<file path="config.mk">
export PLATFORM = sky130hd
export DESIGN_NAME = bcv_scan
export DESIGN_NICKNAME = d
export VERILOG_FILES = /design/src/rtl/bcv_pkg.sv /design/src/rtl/bcv_scan.sv
export SDC_FILE = /design/constraint.sdc
export NUM_CORES = 1
export LEC_CHECK = 0
export ABC_AREA = 1
export BUFFER_PORTS_ARGS = -buffer_cell sky130_fd_sc_hd__buf_2
export CAP_MARGIN = 40
export CORE_MARGIN = 2
export CORE_UTILIZATION = 51
export CTS_CLUSTER_DIAMETER = 40
export DETAILED_ROUTE_END_ITERATION = 7
export GPL_TIMING_DRIVEN = 1
export PLACE_DENSITY = 0.77
export REMOVE_ABC_BUFFERS = 1
export SKIP_LAST_GASP = 1
export SYNTH_ARGS = -nofsm -noshare
export SYNTH_HDL_FRONTEND = slang
export SYNTH_SLANG_ARGS = --single-unit
export TNS_END_PERCENT = 10
</file>
<file path="constraint.sdc">
create_clock -name clk -period 2.6 [get_ports clk]
set_input_delay 0.39 -clock clk [delete_from_list [all_inputs] [get_ports clk]]
set_output_delay 0.39 -clock clk [all_outputs]
set_load 0.01 [all_outputs]
</file>
<file path="src/rtl/bcv_pkg.sv">
// Shared types and constants for the bitmap corner vertex detector.
package bcv_pkg;

  localparam int CFG_W   = 13;
  localparam int COORD_W = 12;
  localparam int TOTAL_W = 24;

  localparam logic [TOTAL_W-1:0] TOTAL_MAX = {TOTAL_W{1'b1}};

  // Configuration register indexes.
  localparam logic [1:0] CFG_IDX_WIDTH  = 2'd0;
  localparam logic [1:0] CFG_IDX_HEIGHT = 2'd1;
  localparam logic [1:0] CFG_IDX_LAND   = 2'd2;

  // Land counts in a 2x2 window that mark a vertex.
  localparam logic [2:0] LAND_CONVEX  = 3'd1;
  localparam logic [2:0] LAND_CONCAVE = 3'd3;

  // Per-pixel flags handed from the scan stage to the classifier.
  typedef struct packed {
    logic cur;          // pixel is land
    logic win;          // pixel closes a reportable window
    logic first;        // first pixel of a frame
    logic frame_end;    // last pixel of a frame
  } pix_info_t;

endpackage

</file>
<file path="src/rtl/bcv_scan.sv">
// Raster position tracking, line store read issue and the first pipeline stage.
module bcv_scan
  import bcv_pkg::*;
#(
  parameter int MAX_WIDTH  = 4096,
  parameter int MAX_HEIGHT = 4096,
  localparam int CW = $clog2(MAX_WIDTH),
  localparam int RW = $clog2(MAX_HEIGHT)
) (
  input  logic             clk,
  input  logic             rst_n,
  input  logic             in_tvalid,
  output logic             in_tready,
  input  logic             in_pixel,
  input  logic [CFG_W-1:0] cfg_width,
  input  logic [CFG_W-1:0] cfg_height,
  input  logic             land_value,
  input  logic             s1_take,
  output logic             rd_en,
  output logic [CW-1:0]    rd_addr,
  output logic             s1_valid_r,
  output pix_info_t        s1_info_r,
  output logic [CW-1:0]    s1_col_r,
  output logic [RW-1:0]    s1_row_r
);

  localparam int WCW = (CW + 1 > CFG_W) ? CW + 1 : CFG_W;
  localparam int HCW = (RW + 1 > CFG_W) ? RW + 1 : CFG_W;

  logic [CW-1:0]  col_r, col_nxt;
  logic [RW-1:0]  row_r, row_nxt;
  logic           s1_valid_nxt;
  logic [WCW-1:0] w_eff, col_p1;
  logic [HCW-1:0] h_eff, row_p1;
  logic           last_col, last_row, accept;
  pix_info_t      info;

  // Effective frame size, clamped to 2..MAX.
  always_comb begin
    if (WCW'(cfg_width) < WCW'(2)) begin
      w_eff = WCW'(2);
    end else if (WCW'(cfg_width) > WCW'(MAX_WIDTH)) begin
      w_eff = WCW'(MAX_WIDTH);
    end else begin
      w_eff = WCW'(cfg_width);
    end
    if (HCW'(cfg_height) < HCW'(2)) begin
      h_eff = HCW'(2);
    end else if (HCW'(cfg_height) > HCW'(MAX_HEIGHT)) begin
      h_eff = HCW'(MAX_HEIGHT);
    end else begin
      h_eff = HCW'(cfg_height);
    end
  end

  assign col_p1    = WCW'(col_r) + WCW'(1);
  assign row_p1    = HCW'(row_r) + HCW'(1);
  assign last_col  = col_p1 >= w_eff;
  assign last_row  = row_p1 >= h_eff;
  assign in_tready = !s1_valid_r || s1_take;
  assign accept    = in_tvalid && in_tready;

  // The above pixel is fetched at the transfer and arrives with the stage-one item.
  assign rd_en   = accept;
  assign rd_addr = col_r;

  always_comb begin
    info.cur       = (in_pixel == land_value);
    info.first     = (col_r == '0) && (row_r == '0);
    info.win       = (col_r != '0) && (row_r != '0) &&
                     (WCW'(col_r) < w_eff) && (HCW'(row_r) < h_eff);
    info.frame_end = last_col && last_row;

    col_nxt      = col_r;
    row_nxt      = row_r;
    s1_valid_nxt = s1_valid_r;
    if (accept) begin
      s1_valid_nxt = 1'b1;
      if (last_col) begin
        col_nxt = '0;
        row_nxt = last_row ? '0 : row_r + RW'(1);
      end else begin
        col_nxt = col_r + CW'(1);
      end
    end else if (s1_take) begin
      s1_valid_nxt = 1'b0;
    end
  end

  always_ff @(posedge clk) begin
    if (!rst_n) begin
      col_r      <= '0;
      row_r      <= '0;
      s1_valid_r <= 1'b0;
    end else begin
      col_r      <= col_nxt;
      row_r      <= row_nxt;
      s1_valid_r <= s1_valid_nxt;
    end
  end

  always_ff @(posedge clk) begin
    if (accept) begin
      s1_info_r <= info;
      s1_col_r  <= col_r;
      s1_row_r  <= row_r;
    end
  end

  a_col_in_range: assert property (@(posedge clk) disable iff (!rst_n)
    32'(col_r) < MAX_WIDTH)
    else $error("column counter beyond line store depth");

  a_row_in_range: assert property (@(posedge clk) disable iff (!rst_n)
    32'(row_r) < MAX_HEIGHT)
    else $error("row counter beyond maximum height");

endmodule

</file>
* Word-level counts from Yosys, hierarchy flattened *
Index checks and enable logic that the tools add are counted.

storage, ports and cells
  bits of input ports = 32
  output and inout port bits = 43
  register bits = 53

operators by class
  $add $sub $neg = 4
  reductions and logical operators = 14
  multiplexer cells = 8
  $lt $le $gt $ge = 8
  equal/unequal tests = 1

operators by type and width
  kind                   count
  $mux 13                4
  $add 12x1->13 const B  2
  $ge 13x13->1           2
  $gt 13x13->1 const B   2
  $lt 12x13->1           2
  $lt 13x2->1 const B    2
  $add 12x1->12 const B  2
  $logic_not 12->1       2
  $mux 12                2
  $reduce_bool 12->1     2
  $logic_and 1x1->1      6
  $mux 1                 2
  $reduce_and 2->1       1
  $reduce_bool 2->1      1
  $eq 1x1->1             1
  $logic_not 1->1        1
  $logic_or 1x1->1       1

* Depth between registers and ports, before layout *
Gate-level depths: netlist of run 1.

  depth after elaboration = 6
  mapped depth = 19

* Worst setup path before layout of run 1 *
No wires, ideal clock.

  path kind = input to register
  start = input cfg_width[9]
  end = register row_r[0]
  slack = 0.149 ns
  cell stages on the path = 15
  data required time = 2.487 ns
  arrival = 2.338 ns
  path through = or2_2 > inv_1 > nand2_1 > o21ai_2 > nand2_1 > ha_1 > nand2_1 > nor2_2 > nor3b_2 > nand2_1 > nand2_2 > nand2_2 > buf_2 > nor2_1 > nor2_1

on the way
  word-level cells in the longest chain between the ends = 5
  elaborated cells on any way between the ends = 6
  classes of those cells = 3 x order compare; 2 x mux; 1 x reduce/logical

ends and longest elaborated chain
  item                                 RTL line        text
  from (decl)                          bcv_scan.sv:15  input logic [CFG_W-1:0] cfg_width,
  $gt 13x13->1                         bcv_scan.sv:42  end else if (WCW'(cfg_width) > WCW'(MAX_WIDTH)) begin
  $mux 13                              bcv_scan.sv:42
  $mux 13 *                            bcv_scan.sv:40  if (WCW'(cfg_width) < WCW'(2)) begin
  $ge 13x13->1 *                       bcv_scan.sv:58  assign last_col = col_p1 >= w_eff;
  $reduce_and 2->1 (no source line) *  --
  to (signal assigned)                 bcv_scan.sv:97  row_r <= row_nxt;
  to (decl)                            bcv_scan.sv:31  logic [RW-1:0] row_r, row_nxt;

Every way passes the cells marked *; elsewhere a longest branch is shown, timed or not.
A chain may end at the register's enable or synchronous reset.

==> results of run 1 <==
cells in the mapped netlist, drive strengths merged:
cell and count:
edfxtp 28, nand2 151, or2 3, nor4 4
a21o 1, o21ai 9, nand4 30, nor3 9
nand3b 1, ha 54, nor3b 1, nand3 25
nor2 70, o221ai 1, xor2 8, buf 6
a21oi 35, clkbuf 4, dfxtp 25, xnor2 1
inv 65
worst max-delay path: cells and delay by family (launching register included):
family                   cells  cell delay [ps]
AO/OA/AOI/OAI                1              160
adder cells (fa/ha/maj)      2              490
buffers and inverters        5              430
flip-flops                   1              350
AND/OR/NAND/NOR              9              780
metrics by stage:
| step | total power [mW] | cell area [um^2] | instances | hold WS, ps |
|---|---|---|---|---|
| floorplan | 1.11 | 3840 | 521 | 459 |
| CTS | 1.82 | 4870 | 758 | 373 |
| finish | 1.82 | 4940 | 758 | 370 |
| global route | 1.90 | 4940 | 758 | 389 |
| detailed placement | 1.26 | 4760 | 750 | 483 |
| global placement | 1.25 | 4760 | 750 | 492 |
cell families (layout without fill, tap and decap cells):
kind of cell | after synthesis | after routing | share of synthesized area, %
DFF | 53 | 53 | 34.4
adders and majority gates | 54 | 54 | 17.3
xor gates and xnor gates | 9 | 9 | 2.02
and+or+nand+nor | 294 | 294 | 32.4
AOI/OAI and AO/OA | 46 | 46 | 6.26
buffers and inverters | 75 | 203 | 7.58
path summary, 6_finish.rpt:
kind,startpoint,end,depth (start not counted)
worst max-delay path,row_r[0]$_SDFFE_PN0P_,s1_info_r[0]$_DFFE_PP_,17
worst min-delay path,in_pixel,s1_info_r[3]$_DFFE_PP_,2
worst max register to register,row_r[0]$_SDFFE_PN0P_,s1_info_r[0]$_DFFE_PP_,17
worst min register to register,row_r[2]$_SDFFE_PN0P_,s1_row_r[2]$_DFFE_PP_,0
sequential cells by signal, indices dropped and copies added, names as in the netlist:
| signal | count |
|---|---|
| s1_row_r | 12 |
| s1_col_r | 12 |
| rd_addr | 12 |
| s1_valid_r | 1 |
| row_r | 12 |
| s1_info_r | 4 |
final cells by class:
cell class                 instances  area (um^2)  share of cell area (%)
clock buffer                       6         72.6                    1.47
clock inverter                     2         38.8                   0.785
inverter                          65          244                    4.94
multi-input combinational        403         2320                    47.0
sequential                        53         1340                    27.2
tap                               99          124                    2.51
timing repair buffer             130          795                    16.1
where the power goes:
part | internal, mW | total [mW] | switching, mW
Clock | 0.289 | 0.567 | 0.278
Combinational | 0.136 | 0.329 | 0.193
Sequential | 0.912 | 0.923 | 0.0105
Total | 1.34 | 1.82 | 0.481
cells in the final DEF (no fill, tap or decap), types with 7 or more instances in the layout:
master    Yosys  layout
a21oi_1      34      33
xor2_1        8       8
o21ai_0       8       8
edfxtp_1     28      28
nand3_1      25      23
dfxtp_1      25      23
buf_2         5      74
ha_1         54      54
nand2_1     149     147
nand4_1      30      30
inv_1        65      65
nor3_1        9       7
nor2_1       68      64
buf_4         0      55
repair_timing:
item	CTS	global route
endpoints found under the setup margin	0	24
gates resized for setup	0	18
hold endpoints to repair	0	0
per-layer routing:
layer	up-vias	global-route usage, %	share of wire (%)	wire (um)
met4	0	5.81	1.5	156
li1	2017	-	-	-
met2	145	40.5	47	4840
met1	1828	34.4	46	4770
met3	15	4.40	5.5	573
met5	-	0	0	0
==> reports/metrics.cfg, run 1 <==
[clocking]
cts_setup_buffers=0
root_buffer=clkbuf_8
clk_pin_slew_ps=100
cts_hold_buf=0
clock_latency_ps=320
htreeDepth=2
cts_tree=yes
clock_path_buffers=2
clock_sinks=53
cts_buffers=5

[final_layout]
diodes=0
nets=744
utilization_pct=67.4
nFillCells=639
synthToLayoutAreaGrowth_pct=26.8
drive_gt1_share_pct=24.3

[synthesis]
synth_seq_area_share_pct=34.4
synth_cell_type_count=26
synth_area_leaders=edfxtp_1 (22%), ha_1 (17%), nand2_1 (14%)
synth.top_cell.area_share_pct=21.6
synth.avg_cell_area_um2=7.34
ys_ff_latch=53
syn_area_mm2=0.00390
ys_warn_count=0
synth_cells=531
yosys.area.top_type=edfxtp_1

[floorplanning]
core_area_mm2=0.00733
fp.dieW_um=91.4
ioPinCount=75
start_util_pct=53.1
dieHeight_um=91.4
rows=31
die_area_mm2=0.00835

[sta]
post-route-min-period_ps=2450
worst_slack_ps=148
min_period_over_period_pct=94.3
maxSlewViolCount=0
slew-limit-headroom_pct=68.8
setup_viol=0
tns_ps=0
timing.fmax_mhz=408
skew_ps=10.7
max_slew.worst_pin.slew_ps=464
rsz0062_at_grt=yes
final-hold-violation-count=0

[critical_path]
reg2reg_setup_slack_ps=150
cp_slowest_cell=dfxtp_2
worstSetupPathType=reg -> reg
path_cells=ha_1 -> nand3_1 -> nor2_1 -> buf_4 -> nand3_2 -> nand2_2 -> inv_1 -> ha_1 -> nand2_1 -> inv_1 -> nand2_1 -> nand2_1 -> a21oi_2 -> nand2_2 -> buf_4 -> nand2_1 -> inv_1
crit_top_cell=nand2_1
cp-start-kind=register
arrival_ps=2540
slowest_delay_ps=350
crit_path_end_kind=register
cp_max_fo=5
cp_data_required_time_ps=2690

[routing]
wire_per_inst_um=13.6
drc=0
drt_first_pass_iters=5
vias=4005
vias_per_cell=5.28
drtIter0Drc=224
drt-total-wl_um=10300
final_antenna_net_count=0

[power]
ir_drop_uv=330
p_leak_nw=2.66
p_per_area_mw_per_mm2=368

[worst_hold_path]
min_path_type=in -> reg

[global_routing]
grt_pass1_vias=3741
grt_pass1_wl_um=17000
grt_max_degree=23
grt_use_total_pct=24.9
overflow=0
grt_antenna_before_repair=0

[placed_design]
io_buffers=74
hpwl_um=8270
dp_slack_ps=-112
gp_congestion=0.918

[flow_run]
max-cap-violations=0

[run_status]
status=finished clean

Power figures use the tool's default switching activity.
==> run 2: changes to the inputs <==
- PLACE_DENSITY: 0.77 -> 0.76
- SLEW_MARGIN: unset -> 10
==> run 2 against run 1 <==
Net effect:
- cell area increased by 0.15%
- critical endpoint unchanged
- clock skew about the same
- sequential power hardly changed
- largest cell class unchanged
- setup slack worse by 10 ps
==> reports/metrics.cfg, run 2 (synthesis gave the netlist of run 1 again) <==
[sta]
min_period_over_period_pct=94.7
skew_ps=10.9
timing.fmax_mhz=406
maxSlewViolCount=0
worst_slack_ps=138
slew-limit-headroom_pct=73.0
post-route-min-period_ps=2460
final-hold-violation-count=0
setup_viol=0
rsz0062_at_grt=yes
max_slew.worst_pin.slew_ps=402

[final_layout]
synthToLayoutAreaGrowth_pct=27.0
drive_gt1_share_pct=25.0
final_common_cell=nand2_1
layout.cells.non_filler=762
nets=748
layout_common_cells=nand2_1 (146), buf_2 (74), inv_1 (65)
multi_input_area_mm2=0.00233
nFillCells=599
register_area_mm2=0.00135
diodes=0

[clocking]
cts_tree=yes
clock_latency_ps=300
cts_buffers=5
htreeDepth=2
clk_pin_slew_ps=90
root_buffer=clkbuf_8
clock_sinks=53
clock_path_buffers=2

[power]
ir_drop_uv=321
p_leak_nw=2.64
p_per_area_mw_per_mm2=344

[global_routing]
grt_pass1_wl_um=16800
grt_max_degree=23
grt_use_met3_pct=4.07
met1_usage_pct=34.3
busiest_layer=met2
grt_pass1_vias=3730
grt_use_total_pct=24.5
grt_antenna_before_repair=0
grt_util_met2_pct=39.8
overflow=0

[flow_run]
max-cap-violations=0

[floorplanning]
die_area_mm2=0.00835
start_util_pct=53.1
ioPinCount=75
core_area_mm2=0.00733
dieHeight_um=91.4
rows=31
fp.dieW_um=91.4

[placed_design]
gp_congestion=0.914
dp_slack_ps=-177
hpwl_um=8320
io_buffers=74
place_inst=754

[routing]
drt-total-wl_um=10200
drt_first_pass_iters=6
vias_per_cell=5.28
vias=4024
drtIter0Drc=250
drc=0
final_antenna_net_count=0
wire_per_inst_um=13.4

[worst_hold_path]
hp-start=in_pixel
min_path_type=in -> reg

[critical_path]
worstSetupPathType=reg -> reg
crit_path_end_kind=register
arrival_ps=2530
reg2reg_from=row_r[1]$_SDFFE_PN0P_
cp_slowest_cell=dfxtp_2
cp.buffers_inverters=5
path_cells=ha_2 -> nand3_1 -> nor2_1 -> buf_4 -> nand3_2 -> nand2_2 -> inv_1 -> ha_1 -> nand2_1 -> inv_1 -> nand2_1 -> nand2_1 -> a21oi_2 -> nand2_2 -> buf_4 -> nand2_1 -> inv_1
cp-start-kind=register
cp_data_required_time_ps=2670
crit_top_cell=nand2_1
slowest_delay_ps=340
crit_family=simple AND/OR/NAND/NOR gates
cp_max_fo=5
crit_start=row_r[1]$_SDFFE_PN0P_

[run_status]
status=finished clean

-- run 2: cell types whose count changed in the layout (fill, tap and decap cells not counted), sizes merged --
cell / change
clkinvlp: +1
clkinv: -1
bufinv: -1
buf: +4
clkbuf: +1
-- run 2: area by class of cell --
class	count	share of cell area (%)
multi-input cells	403	47.0
flip-flops and latches	53	27.2
repair buffers	134	16.7
inverters	65	4.93
well taps	99	2.50
clock buffers	7	1.54
clock inverters	1	0.152
-- run 2: power by group --
group	internal (mW)	total, mW	switching, mW
clock network	0.191	0.444	0.253
logic	0.140	0.333	0.193
registers	0.913	0.924	0.0109
total	1.24	1.70	0.456
-- run 2: worst paths after layout --
| kind | endpoint | slack (ps) | depth (start not counted) |
|---|---|---|---|
| max | s1_info_r[0]$_DFFE_PP_ | 140 | 17 |
| min | s1_info_r[3]$_DFFE_PP_ | 380 | 2 |
| max reg2reg | s1_info_r[0]$_DFFE_PP_ | 140 | 17 |
| min reg2reg | s1_valid_r$_SDFFE_PN0P_ | 520 | 2 |
-- run 2: layer usage --
metal / routed length (um) / up-vias
li1: - / 2026
met1: 4790 / 1843
met2: 4730 / 141
met3: 611 / 14
met4: 102 / 0
met5: 0 / -
-- run 2: per-stage QoR --
stage / TNS, ps / utilization, % / hold slack (ps) / total power [mW] / cell area (um^2)
2_1_floorplan: -1410 / - / 459 / 1.11 / 3840
3_3_place_gp: -159 / 65.3 / 490 / 1.25 / 4790
3_5_place_dp: -1960 / 65.3 / 493 / 1.27 / 4790
4_1_cts: 0 / 66.5 / 387 / 1.70 / 4870
5_1_grt: -258 / 67.5 / 394 / 1.79 / 4950
6_report: 0 / 67.5 / 384 / 1.70 / 4950
-- run 2: repair_timing --
item	CTS	global route
hold buffers	0	0
gates resized for setup	0	20
endpoints found under the setup margin	0	25
buffers inserted	0	0
==> run 3: changes to the inputs <==
- CORE_MARGIN: 2 -> unset
==> run 3 against run 2 <==
Net effect:
- hold slack better by 3.8 ps
- wire length down 0.94%
- via count down 0.27%
- die area down 4.3%
- critical endpoint unchanged
- largest power group unchanged
==> reports/metrics.cfg, run 3 (synthesis gave the netlist of run 1 again) <==
[run_status]
status=finished clean

[floorplanning]
dieHeight_um=89.4
start_util_pct=53.1
die_area_mm2=0.00799
core_area_mm2=0.00733
ioPinCount=75
rows=31
fp.dieW_um=89.4

[final_layout]
synthToLayoutAreaGrowth_pct=27.7
diodes=0
layout_common_cells=nand2_1 (143), buf_2 (74), inv_1 (64), nor2_1 (64), buf_4 (57)
final_design_area_no_fill_mm2=0.00497
final_common_cell=nand2_1
drive_gt1_share_pct=25.9
nets=748
utilization_pct=67.9

[sta]
final-hold-violation-count=0
timing.fmax_mhz=403
max_slew.worst_pin.slew_ps=855
setup_viol=0
min_period_over_period_pct=95.4
hold_ws_ps=388
skew_ps=16.6
maxSlewViolCount=0
slew-limit-headroom_pct=42.9
post-route-min-period_ps=2480
rsz0062_at_grt=yes

[routing]
drt-total-wl_um=10100
vias=4013
drtIter0Drc=327
vias_per_cell=5.27
final_antenna_net_count=0
wire_per_inst_um=13.3
drt_first_pass_iters=5
drc=0

[critical_path]
arrival_ps=2550
cp-start-kind=register
crit_path_end_kind=register
reg2reg_from=row_r[0]$_SDFFE_PN0P_
worstSetupPathType=reg -> reg
reg2reg_setup_slack_ps=120
r2r.worst_path.cells=16
crit_start=row_r[0]$_SDFFE_PN0P_
cp_max_fo=5
cp_data_required_time_ps=2670
r2r-end=s1_info_r[0]$_DFFE_PP_

[placed_design]
place_area_mm2=0.00477
gp_congestion=0.913
hpwl_um=8080
io_buffers=74

[clocking]
root_buffer=clkbuf_8
clock_sinks=53
cts_buffers=5
clk_pin_slew_ps=100
clock_latency_ps=310
cts_tree=yes
cts_hold_buf=0
htreeDepth=2
clock_path_buffers=2

[global_routing]
grt_pass1_vias=3545
grt_antenna_before_repair=0
grt_pass1_wl_um=16000
overflow=0
grt_use_total_pct=26.2
grt_max_degree=23

[worst_hold_path]
min_path_type=in -> reg
hp-start=in_pixel
hold_end=s1_info_r[3]$_DFFE_PP_
holdPathStages=2

[power]
p_per_area_mw_per_mm2=345
p_leak_nw=2.65
ir_drop_uv=492

[flow_run]
max-cap-violations=0

run 3: worst max path at each step:
| stage | endpoint | slack [ps] |
|---|---|---|
| after floorplan | row_r[0]$_SDFFE_PN0P_ | -130 |
| after global placement | row_r[0]$_SDFFE_PN0P_ | -110 |
| after detailed placement | row_r[0]$_SDFFE_PN0P_ | -220 |
| after CTS | row_r[0]$_SDFFE_PN0P_ | 30 |
| after global routing | row_r[9]$_SDFFE_PN0P_ | -40 |
| final | s1_info_r[0]$_DFFE_PP_ | 120 |
run 3: what timing repair did:
item	CTS	global route
gates resized for setup	0	29
setup buffers	0	1
endpoints found under the setup margin	0	25
run 3: worst max-delay path, stage by stage (launching register included):
cell and delay, ps:
dfxtp_2 360, ha_2 200, nand3_1 100, nor2_1 100, buf_4 140, nand4_1 100
nand2_2 100, inv_1 50, ha_1 300, nand2_1 90, nor2_2 50, buf_4 120
a21oi_2 160, nand2_2 80, buf_4 150, nand2_1 60, inv_1 40
run 3: cell type report:
| type | instances | area, um^2 |
|---|---|---|
| inverters | 65 | 244 |
| well taps | 99 | 124 |
| flip-flops and latches | 53 | 1350 |
| clock buffers | 6 | 72.6 |
| multi-input cells | 404 | 2350 |
| clock inverters | 2 | 15.0 |
| repair buffers | 133 | 821 |
| fillers | 594 | 2360 |
run 3: report_power, final:
group / total (mW) / switching, mW / internal, mW
registers: 0.924 / 0.0109 / 0.913
clock network: 0.456 / 0.265 / 0.190
logic: 0.339 / 0.197 / 0.142
run 3: metal layers:
metal  track usage, %  part of all wire, %  vias to the layer above
met4             6.49                  1.0                        0
li1                 -                    -                     2027
met3             4.43                  6.0                       12
met2             42.5                   46                      138
met1             36.5                   47                     1836
met5                0                    0                        -
run 3: through the flow:
step | setup slack [ps] | total power [mW] | instances | setup TNS, ps
after floorplan | -127 | 1.11 | 521 | -1410
after global placement | -110 | 1.25 | 752 | -1280
after detailed placement | -217 | 1.26 | 752 | -2330
after CTS | 30.9 | 1.71 | 760 | 0
after global routing | -36.9 | 1.79 | 762 | -186
final | 120 | 1.72 | 762 | 0
