--- config.mk ---
export PLATFORM = sky130hd
export DESIGN_NAME = bcv_class
export DESIGN_NICKNAME = d
export VERILOG_FILES = /design/src/rtl/bcv_pkg.sv /design/src/rtl/bcv_class.sv
export SDC_FILE = /design/constraint.sdc
export NUM_CORES = 1
export LEC_CHECK = 0
export ABC_AREA = 0
export BUFFER_PORTS_ARGS = -buffer_cell sky130_fd_sc_hd__buf_2
export CORE_ASPECT_RATIO = 1.4
export CORE_MARGIN = 10
export CORE_UTILIZATION = 45
export DETAILED_ROUTE_END_ITERATION = 6
export MAX_ROUTING_LAYER = met4
export PLACE_DENSITY = 0.81
export SYNTH_ARGS = -nofsm -noshare
export SYNTH_HDL_FRONTEND = slang
export SYNTH_SLANG_ARGS = --single-unit
--- constraint.sdc ---
create_clock -name clk -period 6.7 [get_ports clk]
set_input_delay 0.67 -clock clk [delete_from_list [all_inputs] [get_ports clk]]
set_output_delay 0.67 -clock clk [all_outputs]
set_load 0.01 [all_outputs]
--- src/rtl/bcv_pkg.sv ---
// Shared types and constants for the bitmap corner vertex detector.
package bcv_pkg;

  localparam int CFG_W   = 13;
  localparam int COORD_W = 12;
  localparam int TOTAL_W = 24;

  localparam logic [TOTAL_W-1:0] TOTAL_MAX = {TOTAL_W{1'b1}};

  // Configuration register indexes.
  localparam logic [1:0] CFG_IDX_WIDTH  = 2'd0;
  localparam logic [1:0] CFG_IDX_HEIGHT = 2'd1;
  localparam logic [1:0] CFG_IDX_LAND   = 2'd2;

  // Land counts in a 2x2 window that mark a vertex.
  localparam logic [2:0] LAND_CONVEX  = 3'd1;
  localparam logic [2:0] LAND_CONCAVE = 3'd3;

  // Per-pixel flags handed from the scan stage to the classifier.
  typedef struct packed {
    logic cur;          // pixel is land
    logic win;          // pixel closes a reportable window
    logic first;        // first pixel of a frame
    logic frame_end;    // last pixel of a frame
  } pix_info_t;

endpackage

--- src/rtl/bcv_class.sv ---
// Window classification, line store write-back, running totals and output register.
module bcv_class
  import bcv_pkg::*;
#(
  parameter int MAX_WIDTH  = 4096,
  parameter int MAX_HEIGHT = 4096,
  localparam int CW = $clog2(MAX_WIDTH),
  localparam int RW = $clog2(MAX_HEIGHT)
) (
  input  logic               clk,
  input  logic               rst_n,
  input  logic               s1_valid,
  input  pix_info_t          s1_info,
  input  logic [CW-1:0]      s1_col,
  input  logic [RW-1:0]      s1_row,
  input  logic               above,
  output logic               s1_take,
  output logic               wr_en,
  output logic [CW-1:0]      wr_addr,
  output logic               wr_data,
  input  logic               out_tready,
  output logic               out_valid_r,
  output logic               found_r,
  output logic               kind_r,
  output logic [COORD_W-1:0] vcol_r,
  output logic [COORD_W-1:0] vrow_r,
  output logic               frame_done_r,
  output logic [TOTAL_W-1:0] concave_r,
  output logic [TOTAL_W-1:0] convex_r
);

  logic               adv;
  logic               left_r, left_nxt;
  logic               above_left_r, above_left_nxt;
  logic               out_valid_nxt;
  logic [TOTAL_W-1:0] concave_nxt, convex_nxt, concave_base, convex_base;
  logic [2:0]         land;
  logic               concave_hit, convex_hit, found;
  logic [31:0]        col_wide, row_wide;

  assign s1_take = !out_valid_r || out_tready;
  assign adv     = s1_valid && s1_take;

  // Each column is written one row before it is read again, never in the same cycle.
  assign wr_en   = adv;
  assign wr_addr = s1_col;
  assign wr_data = s1_info.cur;

  assign land = 3'(above_left_r) + 3'(above) + 3'(left_r) + 3'(s1_info.cur);
  assign concave_hit = s1_info.win && (land == LAND_CONCAVE);
  assign convex_hit  = s1_info.win && (land == LAND_CONVEX);
  assign found       = concave_hit || convex_hit;
  assign col_wide    = 32'(s1_col) - 32'd1;
  assign row_wide    = 32'(s1_row) - 32'd1;

  always_comb begin
    concave_base = s1_info.first ? '0 : concave_r;
    convex_base  = s1_info.first ? '0 : convex_r;
    concave_nxt  = concave_r;
    convex_nxt   = convex_r;
    left_nxt       = left_r;
    above_left_nxt = above_left_r;
    out_valid_nxt  = out_valid_r;
    if (adv) begin
      concave_nxt = (concave_hit && concave_base != TOTAL_MAX) ?
                    concave_base + TOTAL_W'(1) : concave_base;
      convex_nxt  = (convex_hit && convex_base != TOTAL_MAX) ?
                    convex_base + TOTAL_W'(1) : convex_base;
      left_nxt       = s1_info.cur;
      above_left_nxt = above;
      out_valid_nxt  = 1'b1;
    end else if (out_tready) begin
      out_valid_nxt = 1'b0;
    end
  end

  always_ff @(posedge clk) begin
    if (!rst_n) begin
      concave_r    <= '0;
      convex_r     <= '0;
      left_r       <= 1'b0;
      above_left_r <= 1'b0;
      out_valid_r  <= 1'b0;
    end else begin
      concave_r    <= concave_nxt;
      convex_r     <= convex_nxt;
      left_r       <= left_nxt;
      above_left_r <= above_left_nxt;
      out_valid_r  <= out_valid_nxt;
    end
  end

  always_ff @(posedge clk) begin
    if (adv) begin
      found_r      <= found;
      kind_r       <= concave_hit;
      vcol_r       <= found ? col_wide[COORD_W-1:0] : '0;
      vrow_r       <= found ? row_wide[COORD_W-1:0] : '0;
      frame_done_r <= s1_info.frame_end;
    end
  end

  a_quiet_when_no_vertex: assert property (@(posedge clk) disable iff (!rst_n)
    out_valid_r && !found_r |-> !kind_r && vcol_r == '0 && vrow_r == '0)
    else $error("vertex fields set without a vertex");

  a_vertex_counted: assert property (@(posedge clk) disable iff (!rst_n)
    out_valid_r && found_r |-> (kind_r ? concave_r != '0 : convex_r != '0))
    else $error("reported vertex missing from its total");

endmodule

# --- After elaboration in Yosys (flattened, before gate mapping) ---
# Index checks and enable logic that the tools add are counted.
op_classes:
  n_eq_ne: 4
  reduce_logical: 9
  add_sub_neg: 7
  mux: 6
op_table:
  columns: ["op", "n"]
  rows:
  - ["$mux W24", 4]
  - ["$add A24 B1 Y24 const B", 2]
  - ["$ne A24 B24 Y1 const B", 2]
  - ["$sub A12 B1 Y12 const B", 2]
  - ["$logic_and A1 B1 Y1", 5]
  - ["$add A2 B1 Y3", 1]
  - ["$add A3 B1 Y3", 1]
  - ["$eq A3 B1 Y1 const B", 1]
  - ["$eq A3 B2 Y1 const B", 1]
  - ["$add A1 B1 Y2", 1]
  - ["$logic_or A1 B1 Y1", 2]
  - ["$mux W1", 2]
  - ["$reduce_bool A2 Y1", 1]
  - ["$logic_not A1 Y1", 1]
totals:
  regBits: 78
  elab_cells: 36
  input_bits: 33

# --- Longest topological paths before layout ---
# Gate-level depths: netlist (run 1).
logic_depth:
  depth_word: 7
  mapped_depth: 12
  ltp_nobuf: 11

# --- Worst setup path after synthesis (run 1) ---
# OpenSTA, ideal clock, no wires.
synth_timing:
  path_type: "input -> register"
  from: "input port s1_info[3] (netlist bit)"
  to: "register convex_r[21]"
  cell_stages: 11
  setup_slack_ns: 3.511
  n_path_buf: 0
  t_required_ns: 6.579
  arrival_ns: 3.068
  setup_ns: 0.121
  path_cell_list: "inv_1 -> fa_1 -> inv_1 -> ha_1 -> ha_1 -> nand3b_4 -> inv_2 -> nand4_2 -> or3_1 -> nor4b_2 -> mux2_2"
synth_between:
  elab_chain_cells: 5
synth_rtl:
  columns: ["element", "line", "rtl"]
  rows:
  - ["from (decl)", "bcv_class.sv:13", "input pix_info_t s1_info,"]
  - ["$add A3 B1 Y3", "bcv_class.sv:49", "assign land = 3'(above_left_r) + 3'(above) + 3'(left_r) + 3'(s1_info.cur);"]
  - ["$eq A3 B1 Y1", "bcv_class.sv:51", "assign convex_hit = s1_info.win && (land == LAND_CONVEX);"]
  - ["$logic_and A1 B1 Y1", "bcv_class.sv:51", null]
  - ["$logic_and A1 B1 Y1", "bcv_class.sv:67", "convex_nxt = (convex_hit && convex_base != TOTAL_MAX) ?"]
  - ["$mux W24", "bcv_class.sv:67", null]
  - ["to (signal assigned)", "bcv_class.sv:86", "convex_r <= convex_nxt;"]
  - ["to (decl)", "bcv_class.sv:29", "output logic [TOTAL_W-1:0] convex_r"]
# Every way passes these cells.
# A chain may end at the register's enable or synchronous reset.

# --- Worst setup path after layout (run 1) ---
layout_timing:
  from: "input port s1_info[3] (netlist bit)"
  to: "register concave_r[15]"
layout_between:
  elab_chain_cells: 5
layout_rtl:
  columns: ["element", "line", "rtl"]
  rows:
  - ["$add A3 B1 Y3", "bcv_class.sv:49", null]
  - ["$eq A3 B2 Y1", "bcv_class.sv:50", "assign concave_hit = s1_info.win && (land == LAND_CONCAVE);"]
  - ["$logic_and A1 B1 Y1", "bcv_class.sv:50", null]
  - ["$logic_and A1 B1 Y1", "bcv_class.sv:65", "concave_nxt = (concave_hit && concave_base != TOTAL_MAX) ?"]
  - ["$mux W24", "bcv_class.sv:65", null]
  - ["to (signal assigned)", "bcv_class.sv:85", "concave_r <= concave_nxt;"]
  - ["to (decl)", "bcv_class.sv:28", "output logic [TOTAL_W-1:0] concave_r,"]
# Every way passes these cells.

==> results.py, run 1 <==
metrics = {
    "power": {
        "leakage_nw": 2.28,
        "p_per_area_nw_per_um2": 207,
        "internal_power_uw": 838,
        "comb_power_share": 0.104,
        "peakVddDrop_uv": 126,
        "p_sw_uw": 262,
        "seq_power_share": 0.465,
        "switching_share": 0.238,
        "pwr-share-clk": 0.431,
    },
    "synthesis": {
        "synth-edff-count": 27,
        "synthArstFlopShare": 0,
        "synth_top_family_by_area": "simple AND/OR/NAND/NOR gates",
        "yosys.area_share.simple": 0.284,
        "synth-xor-area-share": 0.0296,
        "synth_fa_ha_area_frac": 0.0215,
        "seq_area_frac_synth": 0.413,
        "synth_compound_area_frac": 0.141,
        "syn_area_um2": 4430,
        "synth_area_leaders": "dfxtp_1, edfxtp_1, a21oi_1",
        "avgSynthCellArea_um2": 9.08,
        "yosys.area.top_type": "dfxtp_1",
        "ys_warn_count": 0,
        "synth_mux_area_frac": 0.0502,
        "yosys-top-cells-count": "dfxtp_1, a21oi_1, nand2_1, nor2_1, nand3_1",
        "synthesis.nets": 528,
        "synth_cell_types": 57,
        "synth.most_common_cell": "dfxtp_1",
        "yosysTopAreaCellShare": 0.230,
        "yosys_register_bits": 78,
        "netlist_instances": 488,
        "ys.flop_type": "dfxtp_1",
    },
    "grt": {
        "busiest_layer": "met2",
        "antenna_found_initial": 0,
        "grt_pass1_wl_um": 20400,
        "globalRouteMet3Util": 0.0346,
        "grt_pass1_vias": 4052,
        "use_met1": 0.194,
        "grt_max_degree": 72,
        "grt_usage": 0.174,
        "grt.overflow.total": 0,
        "met2_usage": 0.302,
    },
    "die": {
        "die_y_um": 137,
        "die_area_um2": 14300,
        "num_rows": 42,
        "fp.coreArea_um2": 9560,
        "io-pin-count": 124,
        "start_util": 0.464,
        "dieWidth_um": 104,
    },
    "finish": {
        "syn_to_final_growth_pct": 20.2,
        "ff_latch_area_um2": 1830,
        "diodes": 0,
        "finalNonFillerCells": 724,
        "drive_gt1_frac": 0.292,
        "nets": 627,
        "fill_cells": 920,
        "multiInputGateArea_um2": 2340,
    },
    "critical_path": {
        "r2r-start": "above_left_r",
        "cp_max_fo": 26,
        "critPathCaptureType": "flip-flop",
        "rrSetupSlack_ns": 3.34,
        "cp_num_buf_inv": 4,
        "crit_type": "input port to flip-flop",
        "crit_slowest_cell": "a31oi_2",
        "start_kind": "input port",
        "cpLargestDelayFamily": "adder cells",
        "arrival_ns": 3.74,
        "r2r-end": "concave_r[15]",
        "reg2reg_depth": 11,
        "required_ns": 6.91,
        "crit_chain": "buf_2 -> inv_1 -> fa_1 -> inv_1 -> ha_1 -> ha_1 -> nand3b_4 -> inv_2 -> nand4_1 -> a31oi_2 -> nand4_1 -> mux2_1",
        "max_stage_delay_ns": 0.61,
    },
    "clocking": {
        "clock-sinks": 78,
        "post_cts_buffers": 0,
        "cts_tree": "built",
        "numCtsBuffers": 9,
        "clk_pin_slew_ns": 0.06,
        "cts-htree-levels": 3,
        "holdBufCountCts": 0,
        "ctsLongestPathBuffers": 2,
        "clock_latency_ns": 0.33,
        "cts_resized": 0,
        "cts_root_buf": "clkbuf_16",
    },
    "timing": {
        "tightest_slew_ns": 0.663,
        "period_share": 0.526,
        "setup-tns-final_ns": 0,
        "slew_headroom": 0.557,
        "hold_violations": 0,
        "fin_crit_ns": 3.52,
        "maxSlewViolCount": 0,
        "rsz0062_at_grt": "no",
        "fin_skew_ns": 0.00576,
        "fmax_ghz": 0.284,
        "setup_viol": 0,
    },
    "detailed_routing": {
        "wl_per_cell_um": 17.4,
        "num_vias": 4266,
        "drc": 0,
        "first_pass_iters": 5,
        "detail-route-antenna-nets": 0,
        "via_per_inst": 5.89,
        "dr.first_iter.drc_count": 354,
        "routed_wl_um": 12600,
    },
    "worst_hold_path": {
        "hold_depth": 2,
        "hold_path_end": "concave_r[1]",
        "hp-start": "concave_r[1]",
        "hold_class": "flip-flop to flip-flop",
    },
    "place": {
        "gp_congestion": 0.910,
        "dp.cells": 708,
        "hpwl_um": 9360,
        "numPortBuffers": 123,
    },
    "job": {
        "maxCapViolations": 0,
    },
    "outcome": {
        "outcome": "finished, final reports clean",
    },
}
[power groups by stage]
stage / Sequential, mW / Combinational (mW) / Clock (mW)
global placement: 0.522 / 0.111 / 0
global route: 0.513 / 0.126 / 0.501
floorplan: 0.530 / 0.0628 / 0
finish: 0.512 / 0.114 / 0.474
CTS: 0.512 / 0.116 / 0.484
detailed placement: 0.522 / 0.115 / 0
[final cells by class]
class	instances	area share
clock inverters	3	0.00282
flip-flops and latches	78	0.344
clock buffers	13	0.0529
inverters	15	0.0106
repair buffers	126	0.120
multi-input cells	357	0.439
well taps	132	0.0310
[flip-flops by register name (all words and copies together) (netlist names)]
register      count
concave_r        24
convex_r         24
vcol_r           12
vrow_r           12
above_left_r      1
found_r           1
frame_done_r      1
kind_r            1
left_r            1
out_valid_r       1
[metrics by stage]
step	area, um^2	power, mW	hold slack (ns)	worst slack [ns]	utilization
finish	5330	1.10	0.500	3.18	0.557
global route	5330	1.14	0.513	3.02	0.557
CTS	5330	1.11	0.495	3.19	0.557
detailed placement	5030	0.638	0.483	2.84	0.526
global placement	5030	0.633	0.467	3.04	0.526
floorplan	4430	0.593	0.454	3.51	-
[worst max-delay path by stage]
stage,from,to,slack [ns],depth (start not counted)
after floorplan,s1_info[3],convex_r[21],3.51,11
after CTS,s1_info[3],concave_r[15],3.19,12
after detailed placement,s1_info[3],concave_r[15],2.84,12
after global placement,s1_info[3],convex_r[21],3.04,12
after global routing,s1_info[3],concave_r[15],3.02,12
final,s1_info[3],concave_r[15],3.18,12
[metal layers]
metal	vias up	wire, um
met2	182	6390
met1	2042	5280
met5	-	0
li1	2023	-
met3	19	729
met4	0	205
[tightest hold or removal path, stage by stage (launching register included)]
cell	delay (ns)
dfxtp_1	0.32
nand3_1	0.07
a21oi_1	0.06
[placed cells by master (no fill, tap or decap), types with 16 or more instances in the layout]
master	n
and3_1	30
a21oi_1	49
nand3_1	30
nand2_1	32
buf_2	123
mux2_2	17
nand4_1	19
dfxtp_1	51
nor3_1	16
edfxtp_1	27
nor2_1	32
[kinds of logic after synthesis]
logic type | count (synthesis)
and+or+nand+nor | 219
adders and majority gates | 7
muxes | 20
DFF | 78
buffers and inverters | 53
AOI/OAI and AO/OA | 96
xor gates and xnor gates | 15
(Power assumes the default switching activity.)
==> run 2: changes to the inputs <==
clock period = 3.55 ns   (was 6.7 ns; I/O delays follow)
==> results.py, run 2 (same netlist as run 1, synthesis figures left out) <==
metrics = {
    "critical_path": {
        "start_kind": "flip-flop",
        "required_ns": 3.78,
        "cp_max_fo": 9,
        "critPathCaptureType": "flip-flop",
        "crit_type": "flip-flop to flip-flop",
        "max_stage_delay_ns": 0.49,
        "r2r-start": "above_left_r",
        "cpLargestDelayFamily": "simple AND/OR/NAND/NOR gates",
        "arrival_ns": 3.20,
        "r2r-end": "convex_r[21]",
        "cp_num_buf_inv": 3,
        "crit_slowest_cell": "or3_1",
        "crit_chain": "inv_1 -> fa_1 -> inv_1 -> ha_1 -> ha_1 -> nand3b_4 -> inv_2 -> nand4_2 -> or3_1 -> nor4b_2 -> mux2_2",
        "rrSetupSlack_ns": 0.57,
        "reg2reg_depth": 11,
    },
    "detailed_routing": {
        "first_pass_iters": 5,
        "wl_per_cell_um": 17.3,
        "drc": 0,
        "via_per_inst": 5.82,
        "num_vias": 4229,
        "routed_wl_um": 12600,
        "detail-route-antenna-nets": 0,
        "dr.first_iter.drc_count": 296,
    },
    "finish": {
        "final_common_cell": "buf_2",
        "nets": 630,
        "fill_cells": 891,
        "diodes": 0,
        "stdcell_area_um2": 5360,
        "final_cell_mix": "buf_2, dfxtp_1, a21oi_1, nand2_1, nor2_1",
        "post-route-util": 0.560,
        "drive_gt1_frac": 0.291,
        "reg_top3": "concave_r x24, convex_r x24",
        "syn_to_final_growth_pct": 20.9,
    },
    "outcome": {
        "outcome": "finished, final reports clean",
    },
    "worst_hold_path": {
        "hold_path_end": "frame_done_r",
        "hold_depth": 1,
        "hp-start": "s1_info[0]",
        "hold_class": "input port to flip-flop",
    },
    "timing": {
        "fin_crit_ns": 2.98,
        "rsz0062_at_grt": "no",
        "setup_slack_ns": 0.574,
        "slew_headroom": 0.446,
        "fin_skew_ns": 0.00644,
        "period_share": 0.838,
        "setup_viol": 0,
        "hold_violations": 0,
        "setup-tns-final_ns": 0,
        "maxSlewViolCount": 0,
        "tightest_slew_ns": 0.829,
        "fmax_ghz": 0.336,
    },
    "clocking": {
        "clock_latency_ns": 0.34,
        "cts_resized": 0,
        "cts-htree-levels": 3,
        "holdBufCountCts": 0,
        "clk_pin_slew_ns": 0.06,
        "cts_root_buf": "clkbuf_16",
        "post_cts_buffers": 0,
        "clock-sinks": 78,
        "numCtsBuffers": 9,
        "cts_tree": "built",
        "ctsLongestPathBuffers": 2,
    },
    "die": {
        "die_y_um": 137,
        "die_area_um2": 14300,
        "dieWidth_um": 104,
        "io-pin-count": 124,
        "num_rows": 42,
        "fp.coreArea_um2": 9560,
        "start_util": 0.464,
    },
    "place": {
        "numPortBuffers": 123,
        "gp_congestion": 0.890,
        "post_dp_cell_area_um2": 5050,
        "hpwl_um": 9420,
        "dpl_worst_slack_ns": 0.382,
    },
    "job": {
        "maxCapViolations": 0,
    },
    "power": {
        "peakVddDrop_uv": 220,
        "leakage_nw": 2.29,
        "p_per_area_nw_per_um2": 400,
    },
    "grt": {
        "grt.overflow.total": 0,
        "grt_usage": 0.174,
        "antenna_found_initial": 0,
        "grt_pass1_vias": 4101,
        "grt_pass1_wl_um": 20100,
        "grt_max_degree": 41,
    },
}
## run 2: cell count changes in the layout (fill, tap and decap cells not counted)
cell / previous run / this run
clkbuf_8: 2 / 0
bufinv_16: 0 / 2
clkinv_1: 0 / 3
clkbuf_16: 10 / 9
clkinv_2: 3 / 1
buf_4: 3 / 6
## run 2: worst max path at each step
stage | slack, ns | from | to | depth (start not counted)
6_report | 0.57 | above_left_r | convex_r[21] | 11
5_1_grt | 0.45 | above_left_r | convex_r[21] | 11
4_1_cts | 0.57 | above_left_r | convex_r[21] | 11
3_5_place_dp | 0.38 | s1_info[3] | convex_r[21] | 12
3_3_place_gp | 0.45 | s1_info[3] | convex_r[21] | 12
2_1_floorplan | 0.68 | s1_info[3] | convex_r[21] | 11
## run 2: routing by layer
| metal | routed length (um) | up-vias | GRT usage |
|---|---|---|---|
| li1 | - | 2037 | - |
| met3 | 811 | 11 | 0.0491 |
| met5 | 0 | - | - |
| met2 | 6460 | 163 | 0.310 |
| met1 | 5150 | 2018 | 0.185 |
| met4 | 138 | 0 | 0.0535 |
## run 2: power breakdown
part / leakage [nW] / internal [mW] / switching (mW)
combinational: 1.46 / 0.0755 / 0.142
clock: 0.149 / 0.607 / 0.350
sequential: 0.685 / 0.958 / 0.00776
total: 2.29 / 1.64 / 0.501
## run 2: area by class of cell
class	count	area [um^2]	share of cell area
repair buffers	129	661	0.123
clock buffers	10	229	0.0427
flip-flops and latches	78	1830	0.342
clock inverters	6	76.3	0.0142
multi-input cells	357	2340	0.436
inverters	15	56.3	0.0105
well taps	132	165	0.0308
## run 2: stage by stage
stage | std cells | power [mW] | hold slack [ns]
6_report | 727 | 2.14 | 0.201
5_1_grt | 727 | 2.22 | 0.190
4_1_cts | 727 | 2.16 | 0.195
3_5_place_dp | 711 | 1.20 | 0.495
3_3_place_gp | 711 | 1.20 | 0.464
2_1_floorplan | 488 | 1.12 | 0.454
==> run 3: changes to the inputs <==
PLACE_DENSITY = 0.84   (was 0.81)
clock period = 2.6 ns   (was 3.55 ns; I/O delays follow)
==> results.py, run 3 (same netlist as run 1, synthesis figures left out) <==
metrics = {
    "finish": {
        "nets": 650,
        "final_common_cell": "buf_2",
        "diodes": 0,
        "syn_to_final_growth_pct": 27.0,
        "reg_top3": "concave_r x24, convex_r x24",
        "final_cell_mix": "buf_2, dfxtp_1, a21oi_1, nand2_1, nor2_1",
        "drive_gt1_frac": 0.343,
    },
    "critical_path": {
        "start_kind": "flip-flop",
        "critPathCaptureType": "flip-flop",
        "crit_type": "flip-flop to flip-flop",
        "cp_num_buf_inv": 3,
        "crit_slowest_cell": "fa_1",
        "cpLargestDelayFamily": "simple AND/OR/NAND/NOR gates",
        "arrival_ns": 2.81,
        "crit_chain": "inv_2 -> fa_1 -> inv_1 -> ha_2 -> ha_4 -> nand3b_4 -> inv_4 -> nand4_4 -> or3_4 -> nor4b_4 -> mux2_4",
        "required_ns": 2.82,
        "cp_max_fo": 5,
        "max_stage_delay_ns": 0.47,
    },
    "power": {
        "switching_share": 0.237,
        "peakVddDrop_uv": 385,
        "p_sw_uw": 680,
        "leakage_nw": 2.41,
        "internal_power_mw": 2.19,
        "comb_power_share": 0.116,
        "p_per_area_nw_per_um2": 510,
        "seq_power_share": 0.460,
        "pwr-share-clk": 0.424,
    },
    "detailed_routing": {
        "detail-route-antenna-nets": 0,
        "first_pass_iters": 5,
        "wl_per_cell_um": 17.0,
        "via_per_inst": 5.75,
        "drc": 0,
        "dr.first_iter.drc_count": 346,
        "routed_wl_um": 12700,
        "num_vias": 4292,
    },
    "grt": {
        "grt_pass1_wl_um": 20200,
        "grt_pass1_vias": 4205,
        "grt_max_degree": 40,
        "grt_usage": 0.174,
        "antenna_found_initial": 0,
        "grt.overflow.total": 0,
    },
    "clocking": {
        "clk_pin_slew_ns": 0.06,
        "clock-sinks": 78,
        "holdBufCountCts": 0,
        "cts-htree-levels": 3,
        "ctsLongestPathBuffers": 2,
        "cts_root_buf": "clkbuf_16",
        "clock_latency_ns": 0.33,
        "numCtsBuffers": 9,
        "cts_tree": "built",
    },
    "timing": {
        "hold_ws_ns": 0.107,
        "slew_headroom": 0.425,
        "hold_violations": 0,
        "tightest_slew_ns": 0.856,
        "setup_viol": 0,
        "setup_slack_ns": 0.0156,
        "maxSlewViolCount": 0,
        "period_share": 0.994,
        "setup-tns-final_ns": 0,
        "rsz0062_at_grt": "yes",
        "fin_crit_ns": 2.58,
        "fmax_ghz": 0.387,
        "fin_skew_ns": 0.00477,
    },
    "die": {
        "start_util": 0.464,
        "num_rows": 42,
        "die_y_um": 137,
        "io-pin-count": 124,
        "dieWidth_um": 104,
        "die_area_um2": 14300,
        "fp.coreArea_um2": 9560,
    },
    "place": {
        "hpwl_um": 9490,
        "numPortBuffers": 123,
        "dpl_worst_slack_ns": -0.203,
        "gp_congestion": 0.890,
    },
    "worst_hold_path": {
        "hold_class": "input port to flip-flop",
    },
    "job": {
        "maxCapViolations": 0,
    },
    "outcome": {
        "outcome": "finished, final reports clean",
    },
}
==> run 3: changes by cell type in the layout (fill, tap and decap cells not counted), moves of 3 or more <==
cell and delta:
nor3_1 -3, buf_4 +19, mux2_4 +3, clkinv_1 -3
mux2_2 -3, clkbuf_8 +4
==> run 3: worst paths after layout <==
check	start	slack, ns	depth (start not counted)	endpoint
min	s1_info[0]	0.11	1	frame_done_r
max reg2reg	above_left_r	0.02	11	convex_r[21]
max	above_left_r	0.02	11	convex_r[21]
min reg2reg	above_left_r	0.49	2	above_left_r
==> run 3: final cells by class <==
class | instances | area, um^2
well taps | 132 | 165
clock buffers | 16 | 292
fillers | 852 | 3940
multi-input cells | 357 | 2460
inverters | 15 | 61.3
flip-flops and latches | 78 | 1830
repair buffers | 149 | 815
==> run 3: worst reg2reg max path, delay by kind of cell (launching register included) <==
family	cells	cell delay, ns
DFF	1	0.33
and+or+nand+nor	4	0.87
buffers and inverters	3	0.16
muxes	1	0.32
adders and majority gates	3	0.80
==> run 3: metrics by stage <==
step                instance area (um^2)  std cells  total power [mW]  utilization
detailed placement                  5210        729              1.67        0.545
CTS                                 5530        745              2.88        0.579
global route                        5630        747              2.97        0.588
floorplan                           4450        488              1.53            -
finish                              5630        747              2.87        0.588
global placement                    5210        729              1.66        0.545
==> run 3: routing by layer <==
metal  global-route usage  vias to the layer above  routed length [um]  share of wire
met4               0.0783                        0                 273          0.021
met1                0.187                     2031                5200           0.41
met2                0.303                      174                6430           0.51
li1                     -                     2064                   -              -
met5                    -                        -                   0              0
met3               0.0411                       23                 794          0.063
==> run 3: timing repair <==
item | in CTS | in global routing
setup endpoints to repair | 9 | 30
pin swaps | 4 | 8
gates resized for setup | 9 | 20
buffers inserted | 0 | 1
gates cloned | 0 | 1
endpoints found under the hold margin | 0 | 0
==> run 3: power groups by stage <==
stage                     Sequential (mW)  Clock [mW]  Combinational [mW]
after floorplan                      1.37           0               0.166
after global placement               1.35           0               0.311
after detailed placement             1.35           0               0.321
after CTS                            1.32        1.24               0.323
after global routing                 1.32        1.28               0.366
final                                1.32        1.22               0.332
